### src/hdl/tqla_pkg.sv
package tqla_pkg;

	localparam int STATES_DEF  = 1024;
	localparam int ACTIONS_DEF = 5;

	localparam int OP_W    = 2;
	localparam int IDX_W   = 10;
	localparam int ACT_W   = 3;
	localparam int VAL_W   = 32;
	localparam int RATE_W  = 17;
	localparam int DRAW_W  = 16;
	localparam int DATA_W  = 32;
	localparam int PADDR_W = 5;

	localparam logic [RATE_W-1:0] ONE_Q16     = 17'd65536;
	localparam logic [RATE_W-1:0] LR_RST      = 17'd6554;
	localparam logic [RATE_W-1:0] DISC_RST    = 17'd62259;
	localparam logic [RATE_W-1:0] EPS_RST     = 17'd6554;
	localparam logic [RATE_W-1:0] EPS_MIN_RST = 17'd655;
	localparam logic [RATE_W-1:0] DECAY_RST   = 17'd65208;

	typedef enum logic [OP_W-1:0] {
		OP_CHOOSE = 2'd0,
		OP_LEARN  = 2'd1,
		OP_DECAY  = 2'd2,
		OP_UNUSED = 2'd3
	} op_t;

	typedef enum logic [2:0] {
		REG_LEARNING_RATE   = 3'd0,
		REG_DISCOUNT        = 3'd1,
		REG_INIT_EXPLORE    = 3'd2,
		REG_MIN_EXPLORE     = 3'd3,
		REG_EXPLORE_DECAY   = 3'd4
	} reg_idx_t;

	typedef enum logic [1:0] {
		MUL_GAMMA = 2'd0,
		MUL_ALPHA = 2'd1,
		MUL_DECAY = 2'd2
	} mul_sel_t;

	typedef enum logic [2:0] {
		RES_NONE    = 3'd0,
		RES_EXPLORE = 3'd1,
		RES_GREEDY  = 3'd2,
		RES_LEARN   = 3'd3,
		RES_DECAY   = 3'd4,
		RES_ZERO    = 3'd5
	} res_op_t;

	typedef struct packed {
		logic [RATE_W-1:0] learning_rate;
		logic [RATE_W-1:0] discount;
		logic [RATE_W-1:0] initial_explore_rate;
		logic [RATE_W-1:0] min_explore_rate;
		logic [RATE_W-1:0] explore_decay;
		logic              reload;
	} cfg_t;

	typedef struct packed {
		logic     capture;
		logic     clr_en;
		logic     rd_next;
		logic     max_en;
		logic     cur_en;
		logic     mul_en;
		mul_sel_t mul_sel;
		logic     diff_en;
		res_op_t  res_op;
		logic     out_load;
	} cmd_t;

	typedef struct packed {
		op_t  op;
		logic explore;
		logic act_ok;
		logic clr_last;
		logic out_full;
	} sts_t;

	function automatic logic [ACT_W-1:0] act_mod(input logic [ACT_W-1:0] x, input int m);
		logic [ACT_W-1:0] r;
		r = x;
		for (int i = 0; i < 4; i++) begin
			if (32'(r) >= m) begin
				r = r - ACT_W'(m);
			end
		end
		return r;
	endfunction

endpackage

### src/hdl/tqla_regs.sv
module tqla_regs (
	input  logic                            clk,
	input  logic                            arst_n,
	input  logic                            psel,
	input  logic                            penable,
	input  logic                            pwrite,
	input  logic [tqla_pkg::PADDR_W-1:0]    paddr,
	input  logic [tqla_pkg::DATA_W-1:0]     pwdata,
	output logic [tqla_pkg::DATA_W-1:0]     prdata,
	output tqla_pkg::cfg_t                  cfg
);

	logic [tqla_pkg::RATE_W-1:0] lr_q, disc_q, init_q, min_q, decay_q;
	logic                        reload_q;
	logic                        wr;
	logic [tqla_pkg::RATE_W-1:0] wval;
	tqla_pkg::reg_idx_t          idx;
	logic [tqla_pkg::RATE_W-1:0] rval;

	assign wr   = psel && penable && pwrite;
	assign idx  = tqla_pkg::reg_idx_t'(paddr[4:2]);
	assign wval = (pwdata > 32'd65536) ? tqla_pkg::ONE_Q16 : pwdata[tqla_pkg::RATE_W-1:0];

	always_ff @(posedge clk or negedge arst_n) begin
		if (!arst_n) begin
			lr_q     <= tqla_pkg::LR_RST;
			disc_q   <= tqla_pkg::DISC_RST;
			init_q   <= tqla_pkg::EPS_RST;
			min_q    <= tqla_pkg::EPS_MIN_RST;
			decay_q  <= tqla_pkg::DECAY_RST;
			reload_q <= 1'b0;
		end else begin
			reload_q <= 1'b0;
			if (wr) begin
				unique case (idx)
					tqla_pkg::REG_LEARNING_RATE: lr_q <= wval;
					tqla_pkg::REG_DISCOUNT:      disc_q <= wval;
					tqla_pkg::REG_INIT_EXPLORE: begin
						init_q   <= wval;
						reload_q <= 1'b1;
					end
					tqla_pkg::REG_MIN_EXPLORE:   min_q <= wval;
					tqla_pkg::REG_EXPLORE_DECAY: decay_q <= wval;
					default: ;
				endcase
			end
		end
	end

	always_comb begin
		unique case (idx)
			tqla_pkg::REG_LEARNING_RATE: rval = lr_q;
			tqla_pkg::REG_DISCOUNT:      rval = disc_q;
			tqla_pkg::REG_INIT_EXPLORE:  rval = init_q;
			tqla_pkg::REG_MIN_EXPLORE:   rval = min_q;
			tqla_pkg::REG_EXPLORE_DECAY: rval = decay_q;
			default:                     rval = '0;
		endcase
	end

	assign prdata = tqla_pkg::DATA_W'(rval);

	assign cfg = '{
		learning_rate:        lr_q,
		discount:             disc_q,
		initial_explore_rate: init_q,
		min_explore_rate:     min_q,
		explore_decay:        decay_q,
		reload:               reload_q
	};

endmodule

### config.mk
export PLATFORM = sky130hd
export DESIGN_NAME = tqla_regs
export DESIGN_NICKNAME = d
export VERILOG_FILES = /design/src/hdl/tqla_pkg.sv /design/src/hdl/tqla_regs.sv
export SDC_FILE = /design/constraint.sdc
export NUM_CORES = 1
export LEC_CHECK = 0
export BUFFER_PORTS_ARGS = -buffer_cell sky130_fd_sc_hd__buf_4
export CAP_MARGIN = 20
export CORE_AREA = 2 2 102 104
export DETAILED_ROUTE_END_ITERATION = 6
export DIE_AREA = 0 0 104 106
export PLACE_DENSITY = 0.75
export REMOVE_ABC_BUFFERS = 1
export SETUP_SLACK_MARGIN = 0.3
export SKIP_LAST_GASP = 1
export SYNTH_ARGS = -nofsm -noshare
export SYNTH_HDL_FRONTEND = slang
export SYNTH_SLANG_ARGS = --single-unit
### constraint.sdc
create_clock -name clk -period 1.6 [get_ports clk]
set_clock_uncertainty 0.2 [all_clocks]
set_input_delay 0.32 -clock clk [delete_from_list [all_inputs] [get_ports clk]]
set_output_delay 0.32 -clock clk [all_outputs]
set_load 0.05 [all_outputs]
==> reports/results.tsv, run 1 <==
metric	value	unit
status	did not finish	
failed_stage	global routing (5_1_grt)	
error	[ERROR DPL-0038] Utilization greater than 100%, impossible to legalize	
root_buffer	clkbuf_8	
ios	160	
place_congestion	0.902	
htreeDepth	3	
syn_inst	383	
placement.cell_area	6120	um^2
syn_area	4370	um^2
synth_area_leaders	dfrtp_1 26%, dfstp_2 25%, o2bb2ai_1 19%	
synth_top_area_frac	0.257	
worst_endpoint	prdata[7]	
cts.sinks	86	
dp_cells	704	
dp_hpwl	10300	um
grt_max_degree	48	
worstEpCategory	top-level output	
synth_top_area_cell	dfrtp_1	
start_util	0.437	
chipHeight	106	um
ys_seq_area_frac	0.504	
synth_area_per_cell	11.4	um^2
port_buffers	142	
ys_seq_elements	86	
row_count	37	
die_x	104	um
cts-buffers-inserted	9	
ys_types	29	
ctsLongestPathBuffers	2	
yosys_warnings	0	
-- timing repair --
| action | in CTS |
|---|---|
| endpoints found under the setup margin | 188 |
| hold buffers | 9 |
| pin swaps | 42 |
| resized for setup | 296 |
| cloned | 18 |
| hold endpoints to repair | 89 |
| setup buffers | 28 |
-- synth_stat cells (all sizes together) --
master   count
o2bb2ai     96
nand3       80
buf         53
dfrtp       45
dfstp       41
a221o       16
mux2i       16
clkbuf       6
nand2        6
mux2         5
nor4         4
inv          2
nor2b        2
and2         1
and4         1
and4b        1
conb         1
mux4         1
nand2b       1
nand4        1
nor2         1
nor3         1
nor3b        1
o32ai        1
-- kinds of logic after synthesis --
kind of cell	count (synthesis)	synth area share
AO/OA/AOI/OAI	113	0.231
AND/OR/NAND/NOR	100	0.126
flip-flops	86	0.504
buffers and inverters	61	0.0841
multiplexers	22	0.0546
other	1	0.000857
-- metrics by stage --
stage	worst slack [ns]	hold slack [ns]
after floorplan	-1.96	-0.176
after global placement	-0.701	0.123
after detailed placement	-0.715	0.121
after CTS	-0.421	0.00177
==> run 2, diff against run 1 <==
--- a/config.mk
+++ b/config.mk
@@ -7,12 +7,11 @@
 export LEC_CHECK = 0
 export BUFFER_PORTS_ARGS = -buffer_cell sky130_fd_sc_hd__buf_4
 export CAP_MARGIN = 20
-export CORE_AREA = 2 2 102 104
+export CORE_AREA = 2 2 124 126
 export DETAILED_ROUTE_END_ITERATION = 6
-export DIE_AREA = 0 0 104 106
-export PLACE_DENSITY = 0.75
+export DIE_AREA = 0 0 126 128
+export PLACE_DENSITY_LB_ADDON = 0.15
 export REMOVE_ABC_BUFFERS = 1
-export SETUP_SLACK_MARGIN = 0.3
 export SKIP_LAST_GASP = 1
 export SYNTH_ARGS = -nofsm -noshare
 export SYNTH_HDL_FRONTEND = slang
==> constraint.sdc (replaced) <==
create_clock -name clk -period 2.1 [get_ports clk]
set_clock_uncertainty 0.2 [all_clocks]
set_input_delay 0.42 -clock clk [delete_from_list [all_inputs] [get_ports clk]]
set_output_delay 0.42 -clock clk [all_outputs]
set_load 0.05 [all_outputs]
==> run 2 against run 1 <==
Effect of this change: the flow now finishes, with violations (negative setup slack); area after synthesis unchanged; synthesized cell count did not move.
==> reports/results.tsv, run 2 <==
metric	value	unit
ctsLongestPathBuffers	2	
synth_area_per_cell	11.4	um^2
total_power	4.02	mW
dp_hpwl	10800	um
min_period	2.20	ns
holdCritPathClass	in -> reg	
synth_area_leaders	dfrtp_1 26%, dfstp_2 25%, o2bb2ai_1 19%	
cp_num_buf_inv	5	
yosys.cell_count.top_type	o2bb2ai_1	
setup_viol	17	
gr-total-overflow	0	
syn_area	4370	um^2
crit_type	in -> out	
syn_inst	383	
p_per_area	623	nW/um^2
worst_setup_path_end_kind	primary output	
violations	negative setup slack	
synth-edff-count	0	
drc_errors	0	
critical_path.slowest_cell	a221o_1	
drive_gt1_frac	0.516	
leakage	2.68	nW
pwr-share-seq	0.424	
ys_seq_area_frac	0.504	
synth_flop_cell	dfrtp_1	
clock_latency	0.34	ns
chipHeight	128	um
dr.first_iter.drc_count	320	
mostFrequentLayoutCell	buf_4	
htreeDepth	3	
cp_max_fo	6	
final_cell_mix	158 x buf_4, 88 x o2bb2ai_1, 80 x nand3_1	
postRouteAntennaNets	0	
cts_tree	yes	
cap_violations	0	
finalHoldViolCount	0	
place_congestion	0.800	
peakVddDrop	444	uV
p_comb_frac	0.136	
worstReg2RegEnd	decay_q[16]	
nFillCells	1430	
regToRegSetupSlack	1.06	ns
grt_pass1_vias	3954	
root_buffer	clkbuf_16	
pwr-share-clk	0.439	
dieArea	16100	um^2
required	1.48	ns
crit_path_max_incr_delay	0.28	ns
startpoint_type	input pin	
clkTransAtPathRegs	0.06	ns
yosys_warnings	0	
core	14900	um^2
rsz0062_at_grt	yes	
p_int	2.95	mW
hold_depth	3	
multi_input_area	1970	um^2
port_buffers	142	
die_x	126	um
synth_top_area_frac	0.257	
path_cells	buf_12, buf_8, buf_12, buf_4, mux2i_1, o2bb2ai_1, a221o_1, buf_6	
max_clock_freq	454	MHz
final.period_utilization	1.05	
ys_seq_elements	86	
routed_wl	16300	um
cp_common_cell	buf_12	
pre_cts_ws	-0.405	ns
status	complete, but fails checks	
drv_slew	0	
antenna_found_initial	0	
r2r-start	decay_q[16]	
hold_end	decay_q[12]	
async_flop_share	1.00	
cp_top_family	buffers and inverters	
vias	4040	
ios	160	
min_from	pwdata[12]	
ys_types	29	
routed_via_density	5.47	
wl_per_cell	22.1	um
n_antenna_cell	0	
cts.sinks	86	
fin_ws	-0.101	ns
switching_share	0.265	
grt_pass1_wl	24200	um
start_util	0.294	
final_util	0.434	
firstDrtPassIters	5	
power.switching	1.07	mW
row_count	45	
synth_top_area_cell	dfrtp_1	
ys_top_cells_by_count	96 x o2bb2ai_1, 80 x nand3_1, 45 x dfrtp_1, 41 x dfstp_2, 27 x buf_2	
final_nets	587	
worstRegToRegCells	1	
register_area	2200	um^2
grt_max_degree	87	
cts-buffers-inserted	9	
worstPathArrival	1.58	ns
grt_usage	0.198	
syn_to_final_growth	47.6	%
[run 2: final cells by class]
type,count,area share
tap,188,0.0364
clock buffer,11,0.0376
inverter,2,0.00116
sequential,86,0.341
timing repair buffer,196,0.265
multi-input combinational,250,0.306
clock inverter,5,0.0126
[run 2: timing repair]
item                                    CTS  global route
hold buffers                              1             0
gates resized for setup                  40            17
hold endpoints to repair                 45             0
setup buffers                            11             3
endpoints found under the setup margin   17            62
pin swaps                                 4             4
[run 2: per-layer routing]
| layer | vias up | global-route usage | share of wire |
|---|---|---|---|
| met5 | - | 0 | 0 |
| met4 | 0 | 0.0653 | 0.018 |
| met3 | 25 | 0.0384 | 0.062 |
| met2 | 177 | 0.311 | 0.47 |
| met1 | 2044 | 0.274 | 0.45 |
| li1 | 1794 | - | - |
[run 2: tightest hold or removal path: cells and delay by family]
family | cells | cell delay, ns
buf+inv | 1 | 0.13
simple gates | 1 | 0.06
compound gates | 1 | 0.05
[run 2: worst max path at each step]
stage               cells after the start    endpoint       start
floorplan                               3  init_q[16]  pwdata[31]
global placement                        5  prdata[15]    paddr[3]
detailed placement                      5   prdata[5]    paddr[3]
CTS                                     8   prdata[0]    paddr[3]
global route                            8   prdata[9]    paddr[3]
finish                                  8   prdata[3]    paddr[3]
[run 2: stage by stage]
step | setup TNS (ns) | instance area (um^2) | hold WS [ns] | instances
floorplan | -110.36 | 4070 | -0.0756 | 338
global placement | -13.03 | 5770 | 0.282 | 707
detailed placement | -14.44 | 5770 | 0.284 | 707
CTS | -2.51 | 6350 | 0.111 | 735
global route | -1.79 | 6450 | 0.120 | 738
finish | -1.28 | 6450 | 0.122 | 738
[run 2: power groups by stage]
stage	clock, mW	combinational [mW]	sequential, mW
final	1.77	0.547	1.71
after global routing	1.88	0.576	1.71
after CTS	1.81	0.538	1.70
after detailed placement	0	0.502	1.73
after global placement	0	0.501	1.73
after floorplan	0	0.158	1.80
[run 2: kinds of logic (layout without fill, tap and decap cells)]
group,Yosys count,in the layout,synth area share
other,1,15,0.000857
muxes,22,22,0.0546
DFF,86,86,0.504
buffers and inverters,61,214,0.0841
and+or+nand+nor,100,100,0.126
AOI/OAI and AO/OA,113,113,0.231
No activity file was read; power rests on OpenSTA's default activity.
==> run 3, diff against run 2 <==
--- a/config.mk
+++ b/config.mk
@@ -11,7 +11,6 @@
 export DETAILED_ROUTE_END_ITERATION = 6
 export DIE_AREA = 0 0 126 128
 export PLACE_DENSITY_LB_ADDON = 0.15
-export REMOVE_ABC_BUFFERS = 1
 export SKIP_LAST_GASP = 1
 export SYNTH_ARGS = -nofsm -noshare
 export SYNTH_HDL_FRONTEND = slang
==> run 3 against run 2 <==
Effect of this change: the flow still finishes with violations (negative setup slack); core utilization increased by 1.9 points; power shrank 4.5%; hold slack improved by 0.0084 ns; final cell count is 1.6% higher; global-route usage grew 0.084 points; cell area rose by 4.3%; die area unchanged; first-iteration DRC count is 4.7% higher; combinational power up 4.2%; non-clock buffer count up 12; critical endpoint is now prdata[12].
==> reports/results.tsv, run 3 (synthesis gave the netlist of run 2 again) <==
metric	value	unit
holdCritPathClass	in -> reg	
mostFrequentLayoutCell	buf_4	
worstPathArrival	1.56	ns
core	14900	um^2
grt_use_met1	0.291	
root_buffer	clkbuf_16	
routed_wl	16200	um
firstDrtPassIters	4	
n_antenna_cell	0	
critical_path.slowest_cell	a221o_2	
htreeDepth	3	
cts-buffers-inserted	9	
fin_cells	750	
fin_ws	-0.0826	ns
start_util	0.294	
finalHoldViolCount	0	
min_period	2.18	ns
p_per_area	570	nW/um^2
cp_common_cell	buf_12	
vias	4015	
dp_cells	706	
routed_via_density	5.35	
chipHeight	128	um
clkTransAtPathRegs	0.07	ns
final_cell_mix	169 x buf_4, 88 x o2bb2ai_1, 80 x nand3_1	
ctsLongestPathBuffers	2	
die_x	126	um
dr.first_iter.drc_count	335	
dp_hpwl	11000	um
setup_viol	17	
startpoint_type	input pin	
violations	negative setup slack	
final.period_utilization	1.04	
wl_per_cell	21.6	um
total_power	3.84	mW
max_clock_freq	458	MHz
antenna_found_initial	0	
clock_latency	0.34	ns
drv_slew	0	
grt_pass1_wl	24400	um
final_nets	599	
gr-total-overflow	0	
grt_usage	0.198	
row_count	45	
ios	160	
top_usage_layer	met2	
path_cells	buf_12, buf_12, mux2i_4, o2bb2ai_4, a221o_2, buf_8	
cts_tree	yes	
postRouteAntennaNets	0	
met2_usage	0.299	
register_area	2200	um^2
cap_violations	0	
required	1.48	ns
grt_pass1_vias	3985	
dieArea	16100	um^2
place_congestion	0.808	
drive_gt1_frac	0.560	
worst_setup_path_end_kind	primary output	
rsz0062_at_grt	yes	
leakage	2.73	nW
peakVddDrop	349	uV
grt_max_degree	87	
grt_util_met3	0.0313	
crit_type	in -> out	
cp_max_fo	6	
cts.sinks	86	
syn_to_final_growth	53.9	%
port_buffers	142	
holdWs	0.130	ns
drc_errors	0	
status	complete, but fails checks	
nFillCells	1377	
crit_path_max_incr_delay	0.32	ns
multi_input_area	2110	um^2
-- run 3: changes by cell type in the layout (fill, tap and decap cells not counted), moves of 3 or more --
cell       before  now
a221o_1        16    6
a221o_2         0   10
buf_4         158  169
buf_6          23   14
buf_8           5   10
mux2i_1        14    3
mux2i_2         0    5
mux2i_4         2    8
o2bb2ai_2       8    5
o2bb2ai_4       0    3
-- run 3: routing by layer --
layer,vias up,routed length [um]
li1,1816,-
met1,2040,7590
met2,144,7490
met3,15,891
met4,0,216
met5,-,0
-- run 3: cell type report --
| class | count | share of cell area |
|---|---|---|
| flip-flops and latches | 86 | 0.327 |
| multi-input cells | 250 | 0.314 |
| repair buffers | 208 | 0.280 |
| clock buffers | 13 | 0.0401 |
| well taps | 188 | 0.0349 |
| clock inverters | 3 | 0.00260 |
| inverters | 2 | 0.00111 |
-- run 3: final timing paths --
| check | startpoint | to | slack, ns | depth (start not counted) |
|---|---|---|---|---|
| worst max-delay path | paddr[3] | prdata[12] | -0.08 | 6 |
| worst min-delay path | pwdata[15] | decay_q[15] | 0.13 | 3 |
| worst max register to register | init_q[7] | init_q[7] | 1.06 | 2 |
| worst min register to register | init_q[1] | init_q[1] | 0.29 | 1 |
| max in group asynchronous | arst_n | lr_q[1] | 0.86 | 3 |
| min in group asynchronous | arst_n | min_q[6] | 0.45 | 3 |
-- run 3: worst max-delay path: cells and delay by family --
| family | cells | cell delay [ns] |
|---|---|---|
| AOI/OAI and AO/OA | 2 | 0.41 |
| muxes | 1 | 0.30 |
| buffers and inverters | 3 | 0.41 |
-- run 3: power breakdown --
part,internal [mW],leakage (nW),switching [mW]
Combinational,0.208,1.55,0.363
Clock,0.896,0.142,0.664
Sequential,1.68,1.04,0.0239
-- run 3: metrics by stage --
step	instance area [um^2]	TNS (ns)	utilization	setup WS, ns
detailed placement	5790	-6.04	0.389	-0.391
global route	6730	-1.64	0.453	-0.111
finish	6730	-1.10	0.453	-0.0826
CTS	6500	-0.842	0.437	-0.0780
global placement	5790	-6.06	0.389	-0.401
floorplan	4480	0	-	0.00354
-- run 3: what timing repair did --
| action | 4_1_cts | 5_1_grt |
|---|---|---|
| cloned | 2 | 1 |
| pin swaps | 4 | 3 |
| gates resized for setup | 50 | 25 |
| endpoints found under the hold margin | 45 | 0 |
| setup buffers | 18 | 6 |
| setup endpoints to repair | 17 | 17 |
| hold buffers | 1 | 0 |
