<file path="src/hdl/tqla_pkg.sv">
package tqla_pkg;

	localparam int STATES_DEF  = 1024;
	localparam int ACTIONS_DEF = 5;

	localparam int OP_W    = 2;
	localparam int IDX_W   = 10;
	localparam int ACT_W   = 3;
	localparam int VAL_W   = 32;
	localparam int RATE_W  = 17;
	localparam int DRAW_W  = 16;
	localparam int DATA_W  = 32;
	localparam int PADDR_W = 5;

	localparam logic [RATE_W-1:0] ONE_Q16     = 17'd65536;
	localparam logic [RATE_W-1:0] LR_RST      = 17'd6554;
	localparam logic [RATE_W-1:0] DISC_RST    = 17'd62259;
	localparam logic [RATE_W-1:0] EPS_RST     = 17'd6554;
	localparam logic [RATE_W-1:0] EPS_MIN_RST = 17'd655;
	localparam logic [RATE_W-1:0] DECAY_RST   = 17'd65208;

	typedef enum logic [OP_W-1:0] {
		OP_CHOOSE = 2'd0,
		OP_LEARN  = 2'd1,
		OP_DECAY  = 2'd2,
		OP_UNUSED = 2'd3
	} op_t;

	typedef enum logic [2:0] {
		REG_LEARNING_RATE   = 3'd0,
		REG_DISCOUNT        = 3'd1,
		REG_INIT_EXPLORE    = 3'd2,
		REG_MIN_EXPLORE     = 3'd3,
		REG_EXPLORE_DECAY   = 3'd4
	} reg_idx_t;

	typedef enum logic [1:0] {
		MUL_GAMMA = 2'd0,
		MUL_ALPHA = 2'd1,
		MUL_DECAY = 2'd2
	} mul_sel_t;

	typedef enum logic [2:0] {
		RES_NONE    = 3'd0,
		RES_EXPLORE = 3'd1,
		RES_GREEDY  = 3'd2,
		RES_LEARN   = 3'd3,
		RES_DECAY   = 3'd4,
		RES_ZERO    = 3'd5
	} res_op_t;

	typedef struct packed {
		logic [RATE_W-1:0] learning_rate;
		logic [RATE_W-1:0] discount;
		logic [RATE_W-1:0] initial_explore_rate;
		logic [RATE_W-1:0] min_explore_rate;
		logic [RATE_W-1:0] explore_decay;
		logic              reload;
	} cfg_t;

	typedef struct packed {
		logic     capture;
		logic     clr_en;
		logic     rd_next;
		logic     max_en;
		logic     cur_en;
		logic     mul_en;
		mul_sel_t mul_sel;
		logic     diff_en;
		res_op_t  res_op;
		logic     out_load;
	} cmd_t;

	typedef struct packed {
		op_t  op;
		logic explore;
		logic act_ok;
		logic clr_last;
		logic out_full;
	} sts_t;

	function automatic logic [ACT_W-1:0] act_mod(input logic [ACT_W-1:0] x, input int m);
		logic [ACT_W-1:0] r;
		r = x;
		for (int i = 0; i < 4; i++) begin
			if (32'(r) >= m) begin
				r = r - ACT_W'(m);
			end
		end
		return r;
	endfunction

endpackage

</file>
<file path="src/hdl/tqla_ctrl.sv">
module tqla_ctrl (
	input  logic                clk,
	input  logic                arst_n,
	input  logic                in_valid,
	output logic                in_stall,
	input  tqla_pkg::sts_t      sts,
	output tqla_pkg::cmd_t      cmd
);

	typedef enum logic [3:0] {
		ST_CLEAR,
		ST_IDLE,
		ST_DECODE,
		ST_CH_MAX,
		ST_LN_MAX,
		ST_LN_MUL1,
		ST_LN_DIFF,
		ST_LN_MUL2,
		ST_LN_WB,
		ST_DC_UPD,
		ST_DONE
	} state_t;

	state_t state_q, state_d;

	always_ff @(posedge clk or negedge arst_n) begin
		if (!arst_n) begin
			state_q <= ST_CLEAR;
		end else begin
			state_q <= state_d;
		end
	end

	assign in_stall = (state_q != ST_IDLE);

	always_comb begin
		state_d = state_q;
		cmd     = '0;
		unique case (state_q)
			ST_CLEAR: begin
				cmd.clr_en = 1'b1;
				if (sts.clr_last) begin
					state_d = ST_IDLE;
				end
			end
			ST_IDLE: begin
				if (in_valid) begin
					cmd.capture = 1'b1;
					state_d     = ST_DECODE;
				end
			end
			ST_DECODE: begin
				unique case (sts.op)
					tqla_pkg::OP_CHOOSE: begin
						if (sts.explore) begin
							cmd.res_op = tqla_pkg::RES_EXPLORE;
							state_d    = ST_DONE;
						end else begin
							cmd.rd_next = 1'b0;
							state_d     = ST_CH_MAX;
						end
					end
					tqla_pkg::OP_LEARN: begin
						if (sts.act_ok) begin
							cmd.rd_next = 1'b1;
							state_d     = ST_LN_MAX;
						end else begin
							cmd.res_op = tqla_pkg::RES_ZERO;
							state_d    = ST_DONE;
						end
					end
					tqla_pkg::OP_DECAY: begin
						cmd.mul_en  = 1'b1;
						cmd.mul_sel = tqla_pkg::MUL_DECAY;
						state_d     = ST_DC_UPD;
					end
					default: begin
						cmd.res_op = tqla_pkg::RES_ZERO;
						state_d    = ST_DONE;
					end
				endcase
			end
			ST_CH_MAX: begin
				cmd.res_op = tqla_pkg::RES_GREEDY;
				state_d    = ST_DONE;
			end
			ST_LN_MAX: begin
				cmd.max_en  = 1'b1;
				cmd.rd_next = 1'b0;
				state_d     = ST_LN_MUL1;
			end
			ST_LN_MUL1: begin
				cmd.cur_en  = 1'b1;
				cmd.mul_en  = 1'b1;
				cmd.mul_sel = tqla_pkg::MUL_GAMMA;
				state_d     = ST_LN_DIFF;
			end
			ST_LN_DIFF: begin
				cmd.diff_en = 1'b1;
				state_d     = ST_LN_MUL2;
			end
			ST_LN_MUL2: begin
				cmd.mul_en  = 1'b1;
				cmd.mul_sel = tqla_pkg::MUL_ALPHA;
				state_d     = ST_LN_WB;
			end
			ST_LN_WB: begin
				cmd.res_op = tqla_pkg::RES_LEARN;
				state_d    = ST_DONE;
			end
			ST_DC_UPD: begin
				cmd.res_op = tqla_pkg::RES_DECAY;
				state_d    = ST_DONE;
			end
			ST_DONE: begin
				if (!sts.out_full) begin
					cmd.out_load = 1'b1;
					state_d      = ST_IDLE;
				end
			end
			default: state_d = ST_CLEAR;
		endcase
	end

endmodule

</file>
<file path="config.mk">
export PLATFORM = sky130hd
export DESIGN_NAME = tqla_ctrl
export DESIGN_NICKNAME = d
export VERILOG_FILES = /design/src/hdl/tqla_pkg.sv /design/src/hdl/tqla_ctrl.sv
export SDC_FILE = /design/constraint.sdc
export NUM_CORES = 1
export LEC_CHECK = 0
export ABC_CLOCK_PERIOD_IN_PS = 2100
export BUFFER_PORTS_ARGS = -buffer_cell sky130_fd_sc_hd__buf_2
export CAP_MARGIN = 25
export CORE_AREA = 2 2 39 41
export CTS_CLUSTER_SIZE = 10
export DETAILED_ROUTE_END_ITERATION = 7
export DIE_AREA = 0 0 41 43
export GPL_TIMING_DRIVEN = 0
export SYNTH_ARGS = -nofsm -noshare
export SYNTH_HDL_FRONTEND = slang
export SYNTH_SLANG_ARGS = --single-unit
</file>
<file path="constraint.sdc">
create_clock -name clk -period 2.1 [get_ports clk]
set_clock_uncertainty 0.1 [all_clocks]
set_input_delay 0 -clock clk [delete_from_list [all_inputs] [get_ports clk]]
set_output_delay 0 -clock clk [all_outputs]
set_load 0.01 [all_outputs]
</file>
# After elaboration in Yosys (flattened, before gate mapping)
# Cells that the tools add are included.
# op_classes
n_addsub	0
multipliers	0
div_mod_pow	0
n_lt_le_gt_ge	0
n_eq_ne	16
n_shift	0
muxes	24
bitwise	0
n_reduce_logical	4
# op_table
operator	count
$pmux 4 s9	1
$mux 4	5
$pmux 3 s3	2
$eq 4x3->1 const B	4
$eq 4x4->1 const B	3
$mux 1	12
$pmux 3 s4	1
$pmux 4 s3	1
$eq 4x2->1 const B	2
$mux 3	2
$ne 2x2->1 const B	3
$eq 4x1->1 const B	1
$logic_not 4->1	1
$ne 4x1->1 const B	1
$reduce_and 3->1	1
$reduce_or 3->1	1
$eq 2x1->1 const B	1
$eq 2x2->1 const B	1
$logic_not 2->1	1
# totals
ff_bits	4
latch_bits	0
ramBits	0
mem_bits_ro	0
input_bits	9
output_inout_bits	14
mem_count	0

# Logic depth before layout (Yosys ltp)
# Gate-level depths: netlist (run 1).
# depth
word_depth	3
mapped_depth	5
mapped_depth_nobuf	4

# Worst setup path before layout (run 1)
# OpenSTA, ideal clock, no wires.
# synth_path
path_type	register to output
start	reg state_q[0]
end	out cmd[3] in the netlist's numbering
t_arrival_ns	1.336
t_required_ns	2.000
path_slack_ns	0.664
path_stages_with_launch	4
path_cell_list	dfrtp_1 -> nand2b_2 -> or4_1 -> a21oi_1
# synth_lines
item	line_no	rtl
start: declaration	tqla_ctrl.sv:24	state_t state_q, state_d;
start signal: assignment	tqla_ctrl.sv:30	state_q <= state_d;
end: declaration	tqla_ctrl.sv:7	output tqla_pkg::cmd_t cmd

==> results of run 1 <==
==> final cells by class <==
| cell class | instances | area [sq um] | area share [%] |
|---|---|---|---|
| multi-input cells | 53 | 345 | 52.1 |
| repair buffers | 25 | 140 | 21.1 |
| flip-flops and latches | 4 | 100 | 15.1 |
| plain buffers | 6 | 27.5 | 4.15 |
| clock buffers | 3 | 22.5 | 3.40 |
| well taps | 16 | 20.0 | 3.02 |
| inverters | 2 | 7.51 | 1.13 |
==> cells in the final DEF, fill, tap and decap left out <==
master         instances
a21o_1                 2
o21ai_0                2
and2_1                 1
or4b_4                 1
a31oi_1                1
buf_1                  1
a22oi_1                2
nor2b_1                5
inv_1                  2
nand2b_1               5
nor4_1                 2
nor2_1                 8
a21oi_1                5
nor3_1                 3
and4b_1                1
or4_1                  1
o21bai_1               1
nand2_1                1
a31o_1                 1
mux2i_1                2
dfrtp_1                4
buf_2                 26
a211oi_1               2
a211o_1                1
nor4b_1                2
clkbuf_1               1
a32o_1                 1
a2bb2oi_1              1
nand2b_2               1
nor3b_1                1
dlygate4sd3_1          3
clkbuf_4               3
==> cells by family (layout without fill, tap and decap cells) <==
logic type / after synthesis / in the layout / share of synthesized area [%]
simple gates: 32 / 32 / 40.6
compound gates: 19 / 19 / 27.1
buf+inv: 8 / 36 / 7.29
flops: 4 / 4 / 20.8
mux: 2 / 2 / 4.17
==> repair_timing <==
action	CTS	global route
hold buffers	3	0
resized for setup	0	0
hold endpoints to repair	5	0
setup buffers	0	0
==> worst reg2reg max path, cell delays in order, from the launching register on <==
cell and delay (ns):
dfrtp_1 0.35, buf_2 0.17, nor4_1 0.26, a31oi_1 0.07, a2bb2oi_1 0.15, a32o_1 0.26
==> layer usage <==
layer / vias up / GRT usage, %
met4: 0 / 4.00
li1: 297 / -
met3: 0 / 6.28
met2: 17 / 21.6
met1: 243 / 23.5
met5: - / 0
==> cells in the mapped netlist, types with 2 or more instances <==
master and instances:
nor2_1 8, o21ai_0 2, nor3_1 3, a211oi_1 2, a22oi_1 2, nor4_1 2
nor4b_1 2, buf_2 4, dfrtp_1 4, nor2b_1 5, a21oi_1 5, inv_1 2
a21o_1 2, nand2b_1 5, mux2i_1 2
==> power by group through the flow <==
stage,Combinational (mW),Sequential [mW],Clock (mW)
after floorplan,0.431,0.141,0
after global placement,0.571,0.150,0
after detailed placement,0.575,0.148,0
after CTS,0.582,0.148,0.0973
after global routing,0.643,0.159,0.106
final,0.574,0.150,0.0931
==> how the worst min path moves through the flow <==
stage               startpoint                     end  slack [ns]  depth (start not counted)
global placement        arst_n  state_q[3]$_DFFE_PN0P_       -0.30                          1
floorplan               arst_n  state_q[0]$_DFFE_PN0P_       -0.40                          0
global route          in_valid  state_q[0]$_DFFE_PN0P_        0.04                          3
detailed placement      arst_n  state_q[3]$_DFFE_PN0P_       -0.29                          1
CTS                   in_valid  state_q[0]$_DFFE_PN0P_        0.03                          3
finish                in_valid  state_q[0]$_DFFE_PN0P_        0.04                          3
==> flow_metrics.env, run 1 <==
export IMPL_fin_crit_ns=1.81
export IMPL_post_route_period_util_pct=86.1
export IMPL_avgRoutedWirePerCell_um=10.6
export IMPL_highest_layer="met3"
export IMPL_switching_share_pct=46.9
export IMPL_avgSynthCellArea_sq_um=7.39
export IMPL_gp_congestion=0.805
export IMPL_fin_util_pct=47.9
export IMPL_drt_iter0_markers=11
export IMPL_cts_buffers_inserted=3
export IMPL_p_comb_share_pct=70.3
export IMPL_slew_violations=0
export IMPL_async_flop_share_pct=100
export IMPL_synth_top_area_share_pct=20.8
export IMPL_r2r_cells=5
export IMPL_tns_ns=0
export IMPL_grt_ovfl_total=0
export IMPL_wl_met1_um=574
export IMPL_drc=0
export IMPL_top_register="state_q"
export IMPL_drv_cap=0
export IMPL_die_x_um=41
export IMPL_maxSlewHeadroom_pct=73.2
export IMPL_critPathRequiredTime_ns=2.00
export IMPL_clockBufferDepth=2
export IMPL_power_mw=0.817
export IMPL_layout_setup_ws_ns=0.291
export IMPL_antenna_found_initial=0
export IMPL_final_nets=104
export IMPL_routed_wl_mm=1.16
export IMPL_peakVddDrop_uv=593
export IMPL_synth_ff_type="dfrtp_1"
export IMPL_rsz0062_at_grt="no"
export IMPL_port_buffer_count=22
export IMPL_dieArea_sq_um=1760
export IMPL_post_place_cells=103
export IMPL_synthesis_area_sq_um=480
export IMPL_fill_cells=144
export IMPL_clockPowerShare_pct=11.4
export IMPL_setup_viol=0
export IMPL_synth_cell_types=30
export IMPL_grt_first_pass_wirelength_mm=1.95
export IMPL_synth_edff_count=0
export IMPL_power_density_nw_per_um2=1230
export IMPL_synth_area_top_cells="dfrtp_1 21%, nand2b_1 6.5%, nor2b_1 6.5%"
export IMPL_path_depth=4
export IMPL_rows=14
export IMPL_final_cells=109
export IMPL_clkSlewWorstSetupHoldPaths_ns=0.03
export IMPL_hold_path_class="primary input to flop"
export IMPL_critPathLaunchType="flop"
export IMPL_antenna_cells=0
export IMPL_place_ws_ns=0.550
export IMPL_syn_nets=74
export IMPL_cp_num_buf_inv=1
export IMPL_cts_tree="built"
export IMPL_area_growth_pct=38.0
export IMPL_grt_pass1_vias=456
export IMPL_vias=557
export IMPL_tightestPinTransition_ns=0.402
export IMPL_p_leak_nw=0.331
export IMPL_cp_startpoint="state_q[0]$_DFFE_PN0P_"
export IMPL_final_area_sq_um=663
export IMPL_coreArea_sq_um=1380
export IMPL_holdWs_ns=0.0373
export IMPL_seq_area_frac_synth_pct=20.8
export IMPL_place_area_sq_um=611
export IMPL_seq_power_share_pct=18.4
export IMPL_vias_per_cell=5.11
export IMPL_dp_hpwl_um=884
export IMPL_firstDrtPassIters=4
export IMPL_path_class="flop to output pin"
export IMPL_yosys_warnings=0
export IMPL_synth_top_cell_by_area="dfrtp_1"
export IMPL_drive_gt1_share_pct=33.3
export IMPL_insertion_delay_ns=0.23
export IMPL_grt_max_degree=11
export IMPL_crit_end="cmd[3]"
export IMPL_hold_viol=0
export IMPL_arrival_ns=1.71
export IMPL_slowest_delay_ns=0.49
export IMPL_critPathTopFamily="simple AND/OR/NAND/NOR gates"
export IMPL_io_pins=23
export IMPL_cts_sinks=4
export IMPL_largest_reg_flops=4
export IMPL_r2r_start="state_q[3]$_DFFE_PN0P_"
export IMPL_status="completed"
export IMPL_r2r_end="state_q[1]$_DFFE_PN0P_"
export IMPL_synth_ff_latch_count=4
export IMPL_htreeDepth=1
export IMPL_wl_met3_um=76
export IMPL_path_cells="nand2b_2 -> or4_1 -> a21oi_1 -> buf_2"
export IMPL_initial_core_util_pct=34.7
export IMPL_largestRegisters="state_q: 4 flops"
export IMPL_die_height_um=43
export IMPL_cp_end_kind="output pin"
export IMPL_slowest_stage="or4_1"
export IMPL_internal_power_mw=0.434
export IMPL_final_antenna_net_count=0
export IMPL_wl_met2_um=506
export IMPL_netlist_instances=65
export IMPL_path_max_fanout=8
export IMPL_max_freq_ghz=0.553
export IMPL_cts_root_buf="clkbuf_4"
export IMPL_power_switching_mw=0.384
export IMPL_r2r_slack_ns=0.63
export IMPL_grtUsageTotal_pct=16.0
(Power assumes the default switching activity.)
==> run 2, diff against run 1 <==
--- a/config.mk
+++ b/config.mk
@@ -5,6 +5,7 @@
 export SDC_FILE = /design/constraint.sdc
 export NUM_CORES = 1
 export LEC_CHECK = 0
+export ABC_AREA = 1
 export ABC_CLOCK_PERIOD_IN_PS = 2100
 export BUFFER_PORTS_ARGS = -buffer_cell sky130_fd_sc_hd__buf_2
 export CAP_MARGIN = 25
==> flow_metrics.env, run 2 <==
export IMPL_slowest_delay_ns=0.55
export IMPL_yosysMostFrequentCell="nand2_1"
export IMPL_path_max_fanout=7
export IMPL_dieArea_sq_um=1760
export IMPL_synth_ff_type="dfrtp_1"
export IMPL_io_pins=23
export IMPL_rows=14
export IMPL_hold_path_class="primary input to flop"
export IMPL_cts_setup_buffers=0
export IMPL_avgRoutedWirePerCell_um=9.76
export IMPL_fin_util_pct=44.3
export IMPL_port_buffer_count=22
export IMPL_seq_area_frac_synth_pct=24.4
export IMPL_final_antenna_net_count=0
export IMPL_max_freq_ghz=0.547
export IMPL_cts_root_buf="clkbuf_4"
export IMPL_power_density_nw_per_um2=1260
export IMPL_avgSynthCellArea_sq_um=5.62
export IMPL_gp_congestion=0.770
export IMPL_cts_buffers_inserted=3
export IMPL_tightestPinTransition_ns=0.217
export IMPL_critPathRequiredTime_ns=2.11
export IMPL_synthesis_area_sq_um=410
export IMPL_arrival_ns=1.84
export IMPL_die_height_um=43
export IMPL_path_cells="inv_1 -> nor2_1 -> inv_1 -> nor2_1 -> nor3_1 -> nand3_1 -> dlygate4sd3_1"
export IMPL_syn_nets=82
export IMPL_synth_top_cell_by_area="dfrtp_1"
export IMPL_drv_cap=0
export IMPL_synth_ff_latch_count=4
export IMPL_layout_setup_ws_ns=0.272
export IMPL_status="completed"
export IMPL_slew_violations=0
export IMPL_critPathLaunchType="flop"
export IMPL_clkSlewWorstSetupHoldPaths_ns=0.04
export IMPL_synth_area_top_cells="dfrtp_1 24%, nand2_1 16%, nor2_1 15%"
export IMPL_die_x_um=41
export IMPL_grt_ovfl_total=0
export IMPL_drt_iter0_markers=10
export IMPL_vias=546
export IMPL_fill_cells=143
export IMPL_vias_per_cell=4.59
export IMPL_area_growth_pct=49.4
export IMPL_drive_gt1_share_pct=32.0
export IMPL_antenna_found_initial=0
export IMPL_largest_reg_flops=4
export IMPL_htreeDepth=1
export IMPL_slowest_stage="dlygate4sd3_1"
export IMPL_path_class="flop to flop"
export IMPL_hold_viol=0
export IMPL_synthTopCellsByCount="17 x nand2_1, 16 x nor2_1, 11 x inv_1"
export IMPL_grt_max_degree=8
export IMPL_rsz0062_at_grt="no"
export IMPL_setup_viol=0
export IMPL_final_nets=114
export IMPL_grt_first_pass_wirelength_mm=1.91
export IMPL_grtUsageTotal_pct=15.7
export IMPL_layout_commonest_cell="buf_2"
export IMPL_power_mw=0.771
export IMPL_antenna_cells=0
export IMPL_initial_core_util_pct=29.7
export IMPL_synth_edff_count=0
export IMPL_firstDrtPassIters=4
export IMPL_clockBufferDepth=2
export IMPL_layout_common_cells="22 x buf_2, 17 x nand2_1, 16 x nor2_1, 11 x inv_1, 6 x nand3_1"
export IMPL_top_register="state_q"
export IMPL_drc=0
export IMPL_tns_ns=0
export IMPL_yosys_warnings=0
export IMPL_cts_sinks=4
export IMPL_netlist_instances=73
export IMPL_insertion_delay_ns=0.23
export IMPL_async_flop_share_pct=100
export IMPL_place_ws_ns=0.807
export IMPL_peakVddDrop_uv=619
export IMPL_dp_hpwl_um=903
export IMPL_fin_crit_ns=1.83
export IMPL_p_leak_nw=0.361
export IMPL_synth_cell_types=14
export IMPL_synth_top_area_share_pct=24.4
export IMPL_cp_end_kind="flop"
export IMPL_routed_wl_mm=1.16
export IMPL_largestRegisters="state_q: 4 flops"
export IMPL_grt_pass1_vias=481
export IMPL_cts_tree="built"
export IMPL_maxSlewHeadroom_pct=85.4
export IMPL_post_route_period_util_pct=87.0
export IMPL_coreArea_sq_um=1380
==> run 2: cell types whose count changed after synthesis, moves of 5 or more <==
cell | before | now
nand2_1 | 1 | 17
nor2b_1 | 5 | 0
nand2b_1 | 5 | 0
inv_1 | 2 | 11
nor2_1 | 8 | 16
nand3_1 | 0 | 6
==> run 2: path summary, 6_finish.rpt <==
path	from	to	slack (ns)	depth (start not counted)
min	sts[1]	state_q[0]$_DFFE_PN0P_	0.06	5
min reg2reg	state_q[2]$_DFFE_PN0P_	state_q[0]$_DFFE_PN0P_	0.54	3
max in group asynchronous	arst_n	state_q[2]$_DFFE_PN0P_	1.17	3
max reg2reg	state_q[2]$_DFFE_PN0P_	state_q[3]$_DFFE_PN0P_	0.27	7
min in group asynchronous	arst_n	state_q[1]$_DFFE_PN0P_	0.57	3
max	state_q[2]$_DFFE_PN0P_	state_q[3]$_DFFE_PN0P_	0.27	7
==> run 2: area by class of cell <==
| type | count | area [sq um] | share of cell area [%] |
|---|---|---|---|
| Multi-Input combinational cell | 57 | 265 | 43.3 |
| Timing Repair Buffer | 27 | 160 | 26.1 |
| Sequential cell | 4 | 100 | 16.3 |
| Inverter | 12 | 45.0 | 7.35 |
| Clock buffer | 3 | 22.5 | 3.67 |
| Tap cell | 16 | 20.0 | 3.27 |
==> run 2: power breakdown <==
| part | leakage, nW | total (mW) | switching, mW | internal, mW |
|---|---|---|---|---|
| clock network | 0.0138 | 0.0930 | 0.0293 | 0.0638 |
| registers | 0.0508 | 0.152 | 0.0396 | 0.112 |
| logic | 0.296 | 0.526 | 0.326 | 0.200 |
==> run 2: repair_timing <==
action | 4_1_cts | 5_1_grt
resized for setup | 0 | 0
endpoints found under the hold margin | 7 | 0
hold buffers | 5 | 0
==> run 2: cell families after synthesis <==
kind of cell           after synthesis  share of synthesized area (%)
AOI/OAI and AO/OA                    8                           11.6
buffers and inverters               12                           11.0
DFF                                  4                           24.4
and+or+nand+nor                     49                           53.0
==> run 2: metal layers <==
layer / share of wire, % / track usage, %
met5: 0 / 0
met4: 2.2 / 5.33
met3: 7.1 / 7.33
met2: 46 / 22.8
met1: 44 / 19.9
==> run 2: worst max-delay path, delay by kind of cell (launching register included) <==
kind / cells / cell delay (ns)
flip-flops: 1 / 0.38
buffers and inverters: 3 / 0.83
AND/OR/NAND/NOR: 4 / 0.41
==> run 2: through the flow <==
step	instance area, sq um	hold WS (ns)	std cells
after global placement	541	-0.295	111
after CTS	613	0.0549	119
after floorplan	410	-0.396	73
after detailed placement	541	-0.293	111
after global routing	613	0.0992	119
final	613	0.0619	119
